$ cat src/hw/rtl/fwcbk_pkg.sv
// Shared types and codes for the keyed-removal FIFO.
// Used by fwcbk_obuf and fifo_with_cancel_by_key; no dependencies.
package fwcbk_pkg;

  localparam int KEY_W = 32;
  localparam int CMD_W = 3;
  localparam int STS_W = 2;

  localparam logic [CMD_W-1:0] CMD_PUSH   = 3'd0;
  localparam logic [CMD_W-1:0] CMD_POP    = 3'd1;
  localparam logic [CMD_W-1:0] CMD_PEEK   = 3'd2;
  localparam logic [CMD_W-1:0] CMD_CANCEL = 3'd3;
  localparam logic [CMD_W-1:0] CMD_LIST   = 3'd4;

  localparam logic [STS_W-1:0] ST_OK       = 2'd0;
  localparam logic [STS_W-1:0] ST_EMPTY    = 2'd1;
  localparam logic [STS_W-1:0] ST_FULL     = 2'd2;
  localparam logic [STS_W-1:0] ST_NOTFOUND = 2'd3;

  typedef struct packed {
    logic [STS_W-1:0]        status;
    logic signed [KEY_W-1:0] key;
    logic                    last;
  } res_t;

endpackage

$ cat src/hw/rtl/fwcbk_obuf.sv
// Result output register: holds one result beat until the consumer takes it.
// Depends on fwcbk_pkg (res_t).
module fwcbk_obuf
  import fwcbk_pkg::*;
(
  input  logic                    clk,
  input  logic                    rst_n,
  input  logic                    load,
  input  res_t                    d,
  output logic                    free,
  output logic                    out_valid,
  input  logic                    out_stall,
  output logic [STS_W-1:0]        out_status,
  output logic signed [KEY_W-1:0] out_key_out,
  output logic                    out_last
);

  logic valid_r;
  res_t data_r;

  always_ff @(posedge clk) begin
    if (!rst_n) begin
      valid_r <= 1'b0;
    end else if (load) begin
      valid_r <= 1'b1;
    end else if (!out_stall) begin
      valid_r <= 1'b0;
    end
  end

  always_ff @(posedge clk) begin
    if (load) begin
      data_r <= d;
    end
  end

  assign free        = !valid_r || !out_stall;
  assign out_valid   = valid_r;
  assign out_status  = data_r.status;
  assign out_key_out = data_r.key;
  assign out_last    = data_r.last;

endmodule

$ cat src/hw/rtl/fifo_with_cancel_by_key.sv
// Bounded FIFO of 32-bit keys with push, pop, peek, cancel-by-key and list.
// Depends on fwcbk_pkg and fwcbk_obuf.
// Entries live in one circular memory (one write and one registered read
// port). A command is taken only while the controller is idle and the
// result register can accept a beat. Push is handled entirely in the idle
// state; pop and peek wait for the registered memory read. Cancel reads one
// entry per cycle up to the match (or through every entry with no match),
// then moves each later entry up one slot, one per cycle, and then emits
// the result. List emits one beat per cycle while the result register is
// free, after the first read. Output stall slows every command. Error
// results come straight from idle; unused command codes produce no result.
module fifo_with_cancel_by_key
  import fwcbk_pkg::*;
#(
  parameter int DEPTH = 16
) (
  input  logic                    clk,
  input  logic                    rst_n,
  input  logic                    in_valid,
  output logic                    in_stall,
  input  logic [CMD_W-1:0]        in_cmd,
  input  logic signed [KEY_W-1:0] in_key,
  output logic                    out_valid,
  input  logic                    out_stall,
  output logic [STS_W-1:0]        out_status,
  output logic signed [KEY_W-1:0] out_key_out,
  output logic                    out_last
);

  localparam int AW = (DEPTH > 1) ? $clog2(DEPTH) : 1;
  localparam int CW = $clog2(DEPTH + 1);
  localparam logic [AW:0]   DEPTH_S = (AW+1)'(DEPTH);
  localparam logic [CW-1:0] DEPTH_C = CW'(DEPTH);

  localparam logic [2:0] S_IDLE  = 3'd0;
  localparam logic [2:0] S_FRONT = 3'd1;
  localparam logic [2:0] S_SRCH  = 3'd2;
  localparam logic [2:0] S_SHIFT = 3'd3;
  localparam logic [2:0] S_LIST  = 3'd4;
  localparam logic [2:0] S_EMIT  = 3'd5;

  function automatic logic [AW-1:0] slot_of(logic [AW-1:0] head, logic [AW-1:0] off);
    logic [AW:0] s;
    s = {1'b0, head} + {1'b0, off};
    if (s >= DEPTH_S) begin
      s = s - DEPTH_S;
    end
    return s[AW-1:0];
  endfunction

  logic [KEY_W-1:0] mem [DEPTH];
  logic [KEY_W-1:0] rdata_r;

  logic [2:0]       state_r, state_nxt;
  logic [AW-1:0]    head_r, head_nxt;
  logic [CW-1:0]    count_r, count_nxt;
  logic [CW-1:0]    idx_r, idx_nxt;
  logic [KEY_W-1:0] key_r, key_nxt;
  logic             pop_r, pop_nxt;
  logic [STS_W-1:0] res_sts_r, res_sts_nxt;

  logic             we, re;
  logic [AW-1:0]    wa, ra;
  logic [KEY_W-1:0] wd;
  logic             ob_load, ob_free;
  res_t             ob_d;
  logic             acc;
  logic [CW-1:0]    idx_inc, idx_inc2;

  assign in_stall = !((state_r == S_IDLE) && ob_free);
  assign acc      = in_valid && !in_stall;
  assign idx_inc  = idx_r + CW'(1);
  assign idx_inc2 = idx_r + CW'(2);

  always_comb begin
    state_nxt   = state_r;
    head_nxt    = head_r;
    count_nxt   = count_r;
    idx_nxt     = idx_r;
    key_nxt     = key_r;
    pop_nxt     = pop_r;
    res_sts_nxt = res_sts_r;
    we          = 1'b0;
    wa          = '0;
    wd          = rdata_r;
    re          = 1'b0;
    ra          = head_r;
    ob_load     = 1'b0;
    ob_d        = '{status: ST_OK, key: '0, last: 1'b1};
    unique case (state_r)
      S_IDLE: begin
        if (acc) begin
          unique case (in_cmd)
            CMD_PUSH: begin
              ob_load = 1'b1;
              if (count_r == DEPTH_C) begin
                ob_d.status = ST_FULL;
              end else begin
                we        = 1'b1;
                wa        = slot_of(head_r, count_r[AW-1:0]);
                wd        = in_key;
                count_nxt = count_r + CW'(1);
              end
            end
            CMD_POP, CMD_PEEK, CMD_CANCEL, CMD_LIST: begin
              if (count_r == '0) begin
                ob_load     = 1'b1;
                ob_d.status = ST_EMPTY;
              end else begin
                re      = 1'b1;
                idx_nxt = '0;
                key_nxt = in_key;
                pop_nxt = (in_cmd == CMD_POP);
                if (in_cmd == CMD_CANCEL) begin
                  state_nxt = S_SRCH;
                end else if (in_cmd == CMD_LIST) begin
                  state_nxt = S_LIST;
                end else begin
                  state_nxt = S_FRONT;
                end
              end
            end
            default: ;
          endcase
        end
      end
      S_FRONT: begin
        if (ob_free) begin
          ob_load  = 1'b1;
          ob_d.key = rdata_r;
          if (pop_r) begin
            head_nxt  = slot_of(head_r, AW'(1));
            count_nxt = count_r - CW'(1);
          end
          state_nxt = S_IDLE;
        end
      end
      S_SRCH: begin
        if (rdata_r == key_r) begin
          if (idx_inc < count_r) begin
            re        = 1'b1;
            ra        = slot_of(head_r, idx_inc[AW-1:0]);
            state_nxt = S_SHIFT;
          end else begin
            count_nxt   = count_r - CW'(1);
            res_sts_nxt = ST_OK;
            state_nxt   = S_EMIT;
          end
        end else if (idx_inc == count_r) begin
          res_sts_nxt = ST_NOTFOUND;
          state_nxt   = S_EMIT;
        end else begin
          re      = 1'b1;
          ra      = slot_of(head_r, idx_inc[AW-1:0]);
          idx_nxt = idx_inc;
        end
      end
      S_SHIFT: begin
        we      = 1'b1;
        wa      = slot_of(head_r, idx_r[AW-1:0]);
        wd      = rdata_r;
        idx_nxt = idx_inc;
        if (idx_inc2 < count_r) begin
          re = 1'b1;
          ra = slot_of(head_r, idx_inc2[AW-1:0]);
        end else begin
          count_nxt   = count_r - CW'(1);
          res_sts_nxt = ST_OK;
          state_nxt   = S_EMIT;
        end
      end
      S_LIST: begin
        if (ob_free) begin
          ob_load   = 1'b1;
          ob_d.key  = rdata_r;
          ob_d.last = (idx_inc == count_r);
          if (idx_inc == count_r) begin
            state_nxt = S_IDLE;
          end else begin
            re      = 1'b1;
            ra      = slot_of(head_r, idx_inc[AW-1:0]);
            idx_nxt = idx_inc;
          end
        end
      end
      S_EMIT: begin
        if (ob_free) begin
          ob_load     = 1'b1;
          ob_d.status = res_sts_r;
          ob_d.key    = (res_sts_r == ST_OK) ? key_r : '0;
          state_nxt   = S_IDLE;
        end
      end
      default: begin
        state_nxt = S_IDLE;
      end
    endcase
  end

  always_ff @(posedge clk) begin
    if (we) begin
      mem[wa] <= wd;
    end
    if (re) begin
      rdata_r <= mem[ra];
    end
  end

  always_ff @(posedge clk) begin
    if (!rst_n) begin
      state_r <= S_IDLE;
      head_r  <= '0;
      count_r <= '0;
    end else begin
      state_r <= state_nxt;
      head_r  <= head_nxt;
      count_r <= count_nxt;
    end
  end

  always_ff @(posedge clk) begin
    idx_r     <= idx_nxt;
    key_r     <= key_nxt;
    pop_r     <= pop_nxt;
    res_sts_r <= res_sts_nxt;
  end

  fwcbk_obuf u_obuf (
    .clk         (clk),
    .rst_n       (rst_n),
    .load        (ob_load),
    .d           (ob_d),
    .free        (ob_free),
    .out_valid   (out_valid),
    .out_stall   (out_stall),
    .out_status  (out_status),
    .out_key_out (out_key_out),
    .out_last    (out_last)
  );

endmodule

$ cat config.mk
export PLATFORM = sky130hd
export DESIGN_NAME = fifo_with_cancel_by_key
export DESIGN_NICKNAME = d
export VERILOG_FILES = /design/src/hw/rtl/fwcbk_pkg.sv /design/src/hw/rtl/fwcbk_obuf.sv /design/src/hw/rtl/fifo_with_cancel_by_key.sv
export SDC_FILE = /design/constraint.sdc
export NUM_CORES = 1
export LEC_CHECK = 0
export ABC_AREA = 1
export BUFFER_PORTS_ARGS = -buffer_cell sky130_fd_sc_hd__buf_2
export CAP_MARGIN = 10
export CORE_MARGIN = 5
export CORE_UTILIZATION = 45
export CTS_CLUSTER_SIZE = 16
export DETAILED_ROUTE_END_ITERATION = 10
export HOLD_SLACK_MARGIN = 0.06
export PLACE_DENSITY_LB_ADDON = 0.1
export SLEW_MARGIN = 20
export SYNTH_ARGS = -nofsm -noshare
export SYNTH_HDL_FRONTEND = slang
export SYNTH_HIERARCHICAL = 1
export SYNTH_SLANG_ARGS = --single-unit
$ cat constraint.sdc
create_clock -name clk -period 5.7 [get_ports clk]
set_input_delay 0.285 -clock clk [delete_from_list [all_inputs] [get_ports clk]]
set_output_delay 0.285 -clock clk [all_outputs]
set_load 0.05 [all_outputs]
After elaboration in Yosys (flattened, before gate mapping)
Memory sizes are Yosys's and may differ from the RTL's. A register that Yosys moved wholly into a read port is not among the register bits.
Cells that the tools add are included.
{ "totals": {"elab_cells": 171, "regBits": 88, "ramBits": 512, "memories": 1, "latch_bits": 0, "romBits": 0, "in_bits": 39, "output_inout_bits": 37} }
{ "mem_list": {"columns": ["memory", "words", "word_bits", "read_ports", "rd_clocked_by_memory_dff", "write_ports", "line_no", "rtl"], "rows": [
  ["mem", 16, 32, 1, 1, 1, "fifo_with_cancel_by_key.sv:51", "logic [KEY_W-1:0] mem [DEPTH];"]
]} }
{ "op_classes": {"bitwise": 1, "eq_ne": 29, "n_addsub": 14, "shift": 0, "n_div": 0, "muxes": 85, "n_lt_le_gt_ge": 7, "multipliers": 0, "reduce_logical": 23} }
{ "op_table": {"columns": ["operator", "count"], "rows": [
  ["2-to-1 mux 32 bit", 6],
  ["one-hot mux 32 bit (3 select lines)", 1],
  ["2-to-1 mux 5 bit", 14],
  ["2-to-1 mux 4 bit", 13],
  ["one-hot mux 5 bit (4 select lines)", 2],
  ["2-to-1 mux 3 bit", 12],
  ["2-to-1 mux 34 bit", 1],
  ["2-to-1 mux 33 bit", 1],
  ["== test 32 bit", 1],
  [">= comparator 5 bit (second input constant)", 5],
  ["!= test 2 bit (second input constant)", 11],
  ["adder 4 x 4 -> 5 bit", 4],
  ["subtractor 4 x 1 -> 4 bit (second input constant)", 5],
  ["2-to-1 mux 1 bit", 19],
  ["one-hot mux 3 bit (5 select lines)", 1],
  ["== test 3 x 2 -> 1 bit (second input constant)", 4],
  ["2-to-1 mux 2 bit", 6],
  ["one-hot mux 2 bit (2 select lines)", 3],
  ["one-hot mux 4 bit (3 select lines)", 1],
  ["adder 5 x 1 -> 5 bit (second input constant)", 2],
  ["less-than comparator 5 bit", 2],
  ["== test 3 bit (second input constant)", 3],
  ["AND reduction 9 bit", 1],
  ["!= test 2 x 1 -> 1 bit (second input constant)", 4],
  ["other kinds (27)", 37]
]} }

Longest topological paths before layout
{ "depth": {"depth_word": 8, "ltp_mapped": 23, "depth_no_buf": 21} }

Cells and area by module
Netlist, hierarchy kept.
{ "by_module_without_submodules": {"columns": ["mod", "seq_area_each_um2", "instances", "cells_per_inst", "area_each_um2"], "rows": [
  ["fifo_with_cancel_by_key", 17747.0, 1, 2726, 27810.4],
  ["fwcbk_obuf", 1071.0, 1, 40, 1093.5]
]} }

Worst setup path after synthesis
Ideal clock, no wire load.
{ "synth_path": {"path_type": "reg2reg", "from": "reg u_obuf.valid_r, in the netlist u_obuf/out_valid", "to": "reg rdata_r[0], read port of mem, enable pin", "n_path_buf": 1, "t_arrival_ps": 4382, "setup_slack_ps": 922, "stages_incl_launch_ff": 7, "setup_time_ps": 396, "required_ps": 5304, "period_less_slack_ps": 4778, "cell_sequence": "dfxtp_1 nand2_2 clkbuf_1 nand3_1 nor3_1 inv_1 nand4_1"} }
{ "synth_between": {"elab_chain_cells": 6, "elab_cells_between_ends": 9, "classes_between": "mux (5); reduce/logical (4)"} }
{ "synth_rtl": {"columns": ["element", "line_no", "rtl"], "rows": [
  ["from (decl)", "fwcbk_obuf.sv:18", "logic valid_r;"],
  ["from (signal assigned)", "fwcbk_obuf.sv:23", "valid_r <= 1'b0;"],
  ["from (signal assigned)", "fwcbk_obuf.sv:25", "valid_r <= 1'b1;"],
  ["from (signal assigned)", "fwcbk_obuf.sv:27", "valid_r <= 1'b0;"],
  ["zero test 1 bit *", "fwcbk_obuf.sv:37", "assign free = !valid_r || !out_stall;"],
  ["logical OR 1 bit *", "fwcbk_obuf.sv:37", null],
  ["via ob_free", "fifo_with_cancel_by_key.sv:65", "logic ob_load, ob_free;"],
  ["logical AND 1 bit", "fifo_with_cancel_by_key.sv:70", "assign in_stall = !((state_r == S_IDLE) && ob_free);"],
  ["logical AND 1 bit", "fifo_with_cancel_by_key.sv:71", "assign acc = in_valid && !in_stall;"],
  ["2-to-1 mux 1 bit", "fifo_with_cancel_by_key.sv:92", "if (acc) begin"],
  ["one-hot mux 1 bit (4 select lines) *", "fifo_with_cancel_by_key.sv:90", "unique case (state_r)"],
  ["via re", "fifo_with_cancel_by_key.sv:62", "logic we, re;"],
  ["to (decl)", "fifo_with_cancel_by_key.sv:52", "logic [KEY_W-1:0] rdata_r;"]
]} }
Mark *: on every way through the listed nets, which the timed path passes. The rest lies on a longest branch.
A chain may end at the register's enable or synchronous reset.

Worst setup path after layout
{ "layout_path": {"from": "reg idx_r[1]", "to": "reg rdata_r[3], read port of mem (data pin)"} }
{ "layout_between": {"elab_cells_between_ends": 25, "classes_between": "add/sub (6); order compare (4); eq/ne (1); mux (14)"} }
{ "layout_rtl": {"columns": ["element", "line_no", "rtl"], "rows": [
  ["from (decl)", "fifo_with_cancel_by_key.sv:57", "logic [CW-1:0] idx_r, idx_nxt;"],
  ["from (signal assigned)", "fifo_with_cancel_by_key.sv:222", "idx_r <= idx_nxt;"],
  ["adder 5 x 1 -> 5 bit *", "fifo_with_cancel_by_key.sv:72", "assign idx_inc = idx_r + CW'(1);"],
  ["via idx_inc[4]", "fifo_with_cancel_by_key.sv:68", "logic [CW-1:0] idx_inc, idx_inc2;"],
  ["less-than comparator 5 bit / == test 5 bit (equally long branches)", "fifo_with_cancel_by_key.sv:140, fifo_with_cancel_by_key.sv:149, fifo_with_cancel_by_key.sv:177", null],
  ["2-to-1 mux 1 bit (tied with other cells)", "fifo_with_cancel_by_key.sv:140", "if (idx_inc < count_r) begin"],
  ["2-to-1 mux 1 bit (tied with other cells)", "fifo_with_cancel_by_key.sv:139", "if (rdata_r == key_r) begin"],
  ["one-hot mux 1 bit (4 select lines) / one-hot mux 4 bit (3 select lines) (equally long branches)", "fifo_with_cancel_by_key.sv:90", null]
]} }
Marks and branches as above.

==> metrics.md <==
| Metric | Value |
|---|---|
| Core ar. | 64000 um2 |
| Asr flop ratio synth | 0% |
| Pre-CTS setup slack | 1460 ps |
| Buf/Inv on CP | 3 |
| Seq/Total Area, Yosys | roughly two thirds |
| Cell variety after synth | 39 |
| Syn avg cell area | 10.4 um2 |
| Unrepaired setup endpoints after global routing | no |
| Setup TNS | 0 ps |
| Slew @ Worst Pin | 1100 ps |
| Period minus WS final | 4270 ps |
| Number of synthesized register bits | 631 |
| Clock Sink Count | 631 |
| CP most frequent cell | nand3_1 |
| Syn Nets | 2837 |
| DRT Wirelength | approximately 81000 um |
| Final Hold Viols | 0 |
| Layout Utilization | 51.1% |
| Final Cycle Share | 74.8% |
| Detailed-route via count | around 20000 |
| Setup CP Type | flop to flop |
| CP peak stage delay | 540 ps |
| EDFF count, synth | 618 |
| Initial core utilization | 45.2% |
| Tightest Hold Check Type | primary input to flop |
| Initial antenna violation count | 0 |
| Ratio of cells with drive above 1 in the final layout | a little under a tenth |
| Top_reg_cell synth | edfxtp_1 |
| Final worst slack | 1430 ps |
| WL per Instance | ~22 um |
| Final Slew Violations | 0 |
| Area Overhead vs Synth | 13.1% |
| Cells resized by post-CTS repair | 0 |
| Rows | 93 |
| Synth Warn # | 6 |
| Worst VDD drop | 0.385 mV |
| First drt pass iteration count | 6 |
| Crit end category | flop |
| Slowest stage cell, crit path | buf_4 |
| Port buffer count | 75 |
| Final nets | slightly below 3000 |
| CTS tree | yes |
| Vias per inst | approximately 5.4 |
| Filler cell count | 5707 |
| Htree depth | 3 |
| Cell Pwr Density | 475 nW/um2 |
| Crit path DAT | 4720 ps |
| Pwr Total | 0.0155 W |
| Num CTS Buffers | between 60 and 70 |
| DPL Wire Length | 44400 um |
| Synth top area share | 64.2% |
| Max-Cap Viols | 0 |
| CTS root buf | clkbuf_16 |
| CP top delay family | simple AND/OR/NAND/NOR gates |
| Crit-path cells | ha_1 > nand3_1 > xor2_1 > inv_1 > ha_1 > nand2_1 > nor2_2 > nand2_1 > o21ai_1 > o21ai_1 > inv_1 > and2_0 > nand3_1 > nand2_4 > buf_4 > nand3_1 > nand3_1 > nand3_1 > nand2_1 |
| ANT nets after route | 0 |
| Die area | 69400 um2 |
| GP Congestion | a little under 0.9 |
| Horiz. Die Dim | 263 um |
| Initial drt markers | 1985 |
| Global route total overflow | 0 |
| Post-Synthesis Cells | 2766 |
| Fmax | 234 MHz |
| Final setup skew | 30.9 ps |
| CTS max path bufs | 3 |
| Leakage | between 10 and 15 nW |
| CP max FO | 37 |
| GRT Util Overall | 22.9% |
| First-pass GRT wire length | 122000 um |
| Diode count | 0 |
| Post-placement cell count | 3595 |
| I/O pin cnt | 76 |
| Reg clk slew, reported paths | approximately 60 ps |
| Clk_lat worst skew | 620 ps |
| Synth area leader | edfxtp_1 |
| Critical Path Start Type | flop |
| Largest cells by area after synthesis | edfxtp_1, nand3_1, nand2_1 |
| Post-CTS setup buffers | 0 |
| Post-synthesis cell area | 28900 um2 |
| Fin cells | 3749 |
| Setup-failing EPs final | 0 |
| Die Span Y | between 200 and 300 um |
| Slew headroom | 26.6% |
| Vias in the first global route | 19300 |
| Status | finished clean |
| Largest net degree at the start of global routing | 193 |
| DRC Markers | 0 |
| Critical Path RT | 6160 ps |
==> cell usage in the layout (no fill, tap or decap), drive strengths merged, types with 3 or more instances in the layout <==
| cell type | n |
|---|---|
| fa | 5 |
| nor3 | 6 |
| buf | 131 |
| nand3 | 570 |
| ha | 27 |
| inv | 321 |
| dfxtp | 13 |
| edfxtp | 618 |
| xor2 | 8 |
| nand2 | 728 |
| xnor2 | 27 |
| o21ai | 32 |
| a21oi | 56 |
| o211ai | 5 |
| nand3b | 98 |
| dlygate4sd3 | 36 |
| clkbuf | 87 |
| o21a | 3 |
| nand4 | 7 |
| clkinv | 23 |
| nor2 | 78 |
==> path summary, 6_finish.rpt <==
check	startpoint	endpoint	slack [ps]	cells past startpoint
worst min register to register	count_r[3]$_SDFFE_PN0P_	count_r[3]$_SDFFE_PN0P_	590	2
worst max register to register	idx_r[1]$_SDFFCE_PP0P_	rdata_r[3]$_DFFE_PP_	1430	19
worst max-delay path	idx_r[1]$_SDFFCE_PP0P_	rdata_r[3]$_DFFE_PP_	1430	19
worst min-delay path	in_cmd[2]	state_r[1]$_SDFFE_PN0P_	230	6
==> synth_stat cells, types with 12 or more instances <==
library cell and n:
nand2_1 725, edfxtp_1 618, nand3_1 569, inv_1 307, nand3b_1 98, buf_2 81, nor2_1 67, a21oi_1 55
clkbuf_1 39, ha_1 27, o21ai_0 27, xnor2_1 27, buf_1 15, dfxtp_1 13, buf_4 12
==> metal layers <==
metal  wire (um)  track usage (%)  up-vias
met5           0                0        -
met3        6920             5.21      157
met4        2250             7.32        0
li1            -                -     9528
met2       36400             35.1      769
met1       35900             32.8     9774
==> power breakdown <==
group          internal [W]  leakage (nW)  switching (W)  total, W
sequential          0.00598          5.70       0.000305   0.00629
clock               0.00234         0.987        0.00178   0.00412
combinational       0.00137          6.29        0.00374   0.00511
==> stage by stage <==
| stage | hold slack, ps | area [um2] |
|---|---|---|
| after floorplan | 384 | 28900 |
| after global placement | 479 | 30300 |
| after detailed placement | 480 | 30300 |
| after CTS | 186 | 32700 |
| after global routing | 270 | 32700 |
| final | 230 | 32700 |
==> logic make-up (layout without fill, tap and decap cells) <==
group	count (synthesis)	in the layout	share of synthesized area [%]
and+or+nand+nor	1491	1491	23.4
DFF	631	631	65.1
buffers and inverters	474	602	6.92
AOI/OAI and AO/OA	103	103	1.95
xor gates and xnor gates	35	35	1.06
adders and majority gates	32	32	1.52
==> tightest hold or removal path, cell delays in order <==
cell and delay (ps):
buf_2 120, nor2_1 80, nand2_1 60, nand2_1 50, a21oi_1 140, nor2_1 50
==> flip-flops by register name, indices dropped and copies added (netlist names), 2 cells and up <==
register / cells
u_obuf/out_status: 2
u_obuf/out_key_out: 32
key_r: 32
rdata_r: 32
count_r: 5
mem: 512
state_r: 3
idx_r: 5
head_r: 4
==> final cells by class <==
cell class                      count  area, um2  area share (%)
Timing Repair Buffer              167       1290            3.96
Clock inverter                     31        221           0.678
Sequential cell                   631      18800            57.6
Tap cell                          855       1070            3.27
Multi-Input combinational cell   1661       8270            25.3
Inverter                          317       1190            3.64
Clock buffer                       87       1820            5.56
==> timing repair <==
item	4_1_cts	5_1_grt
setup endpoints to repair	0	0
hold endpoints to repair	43	0
hold buffers	36	0
Note: power is estimated with default switching activity, not from simulation.
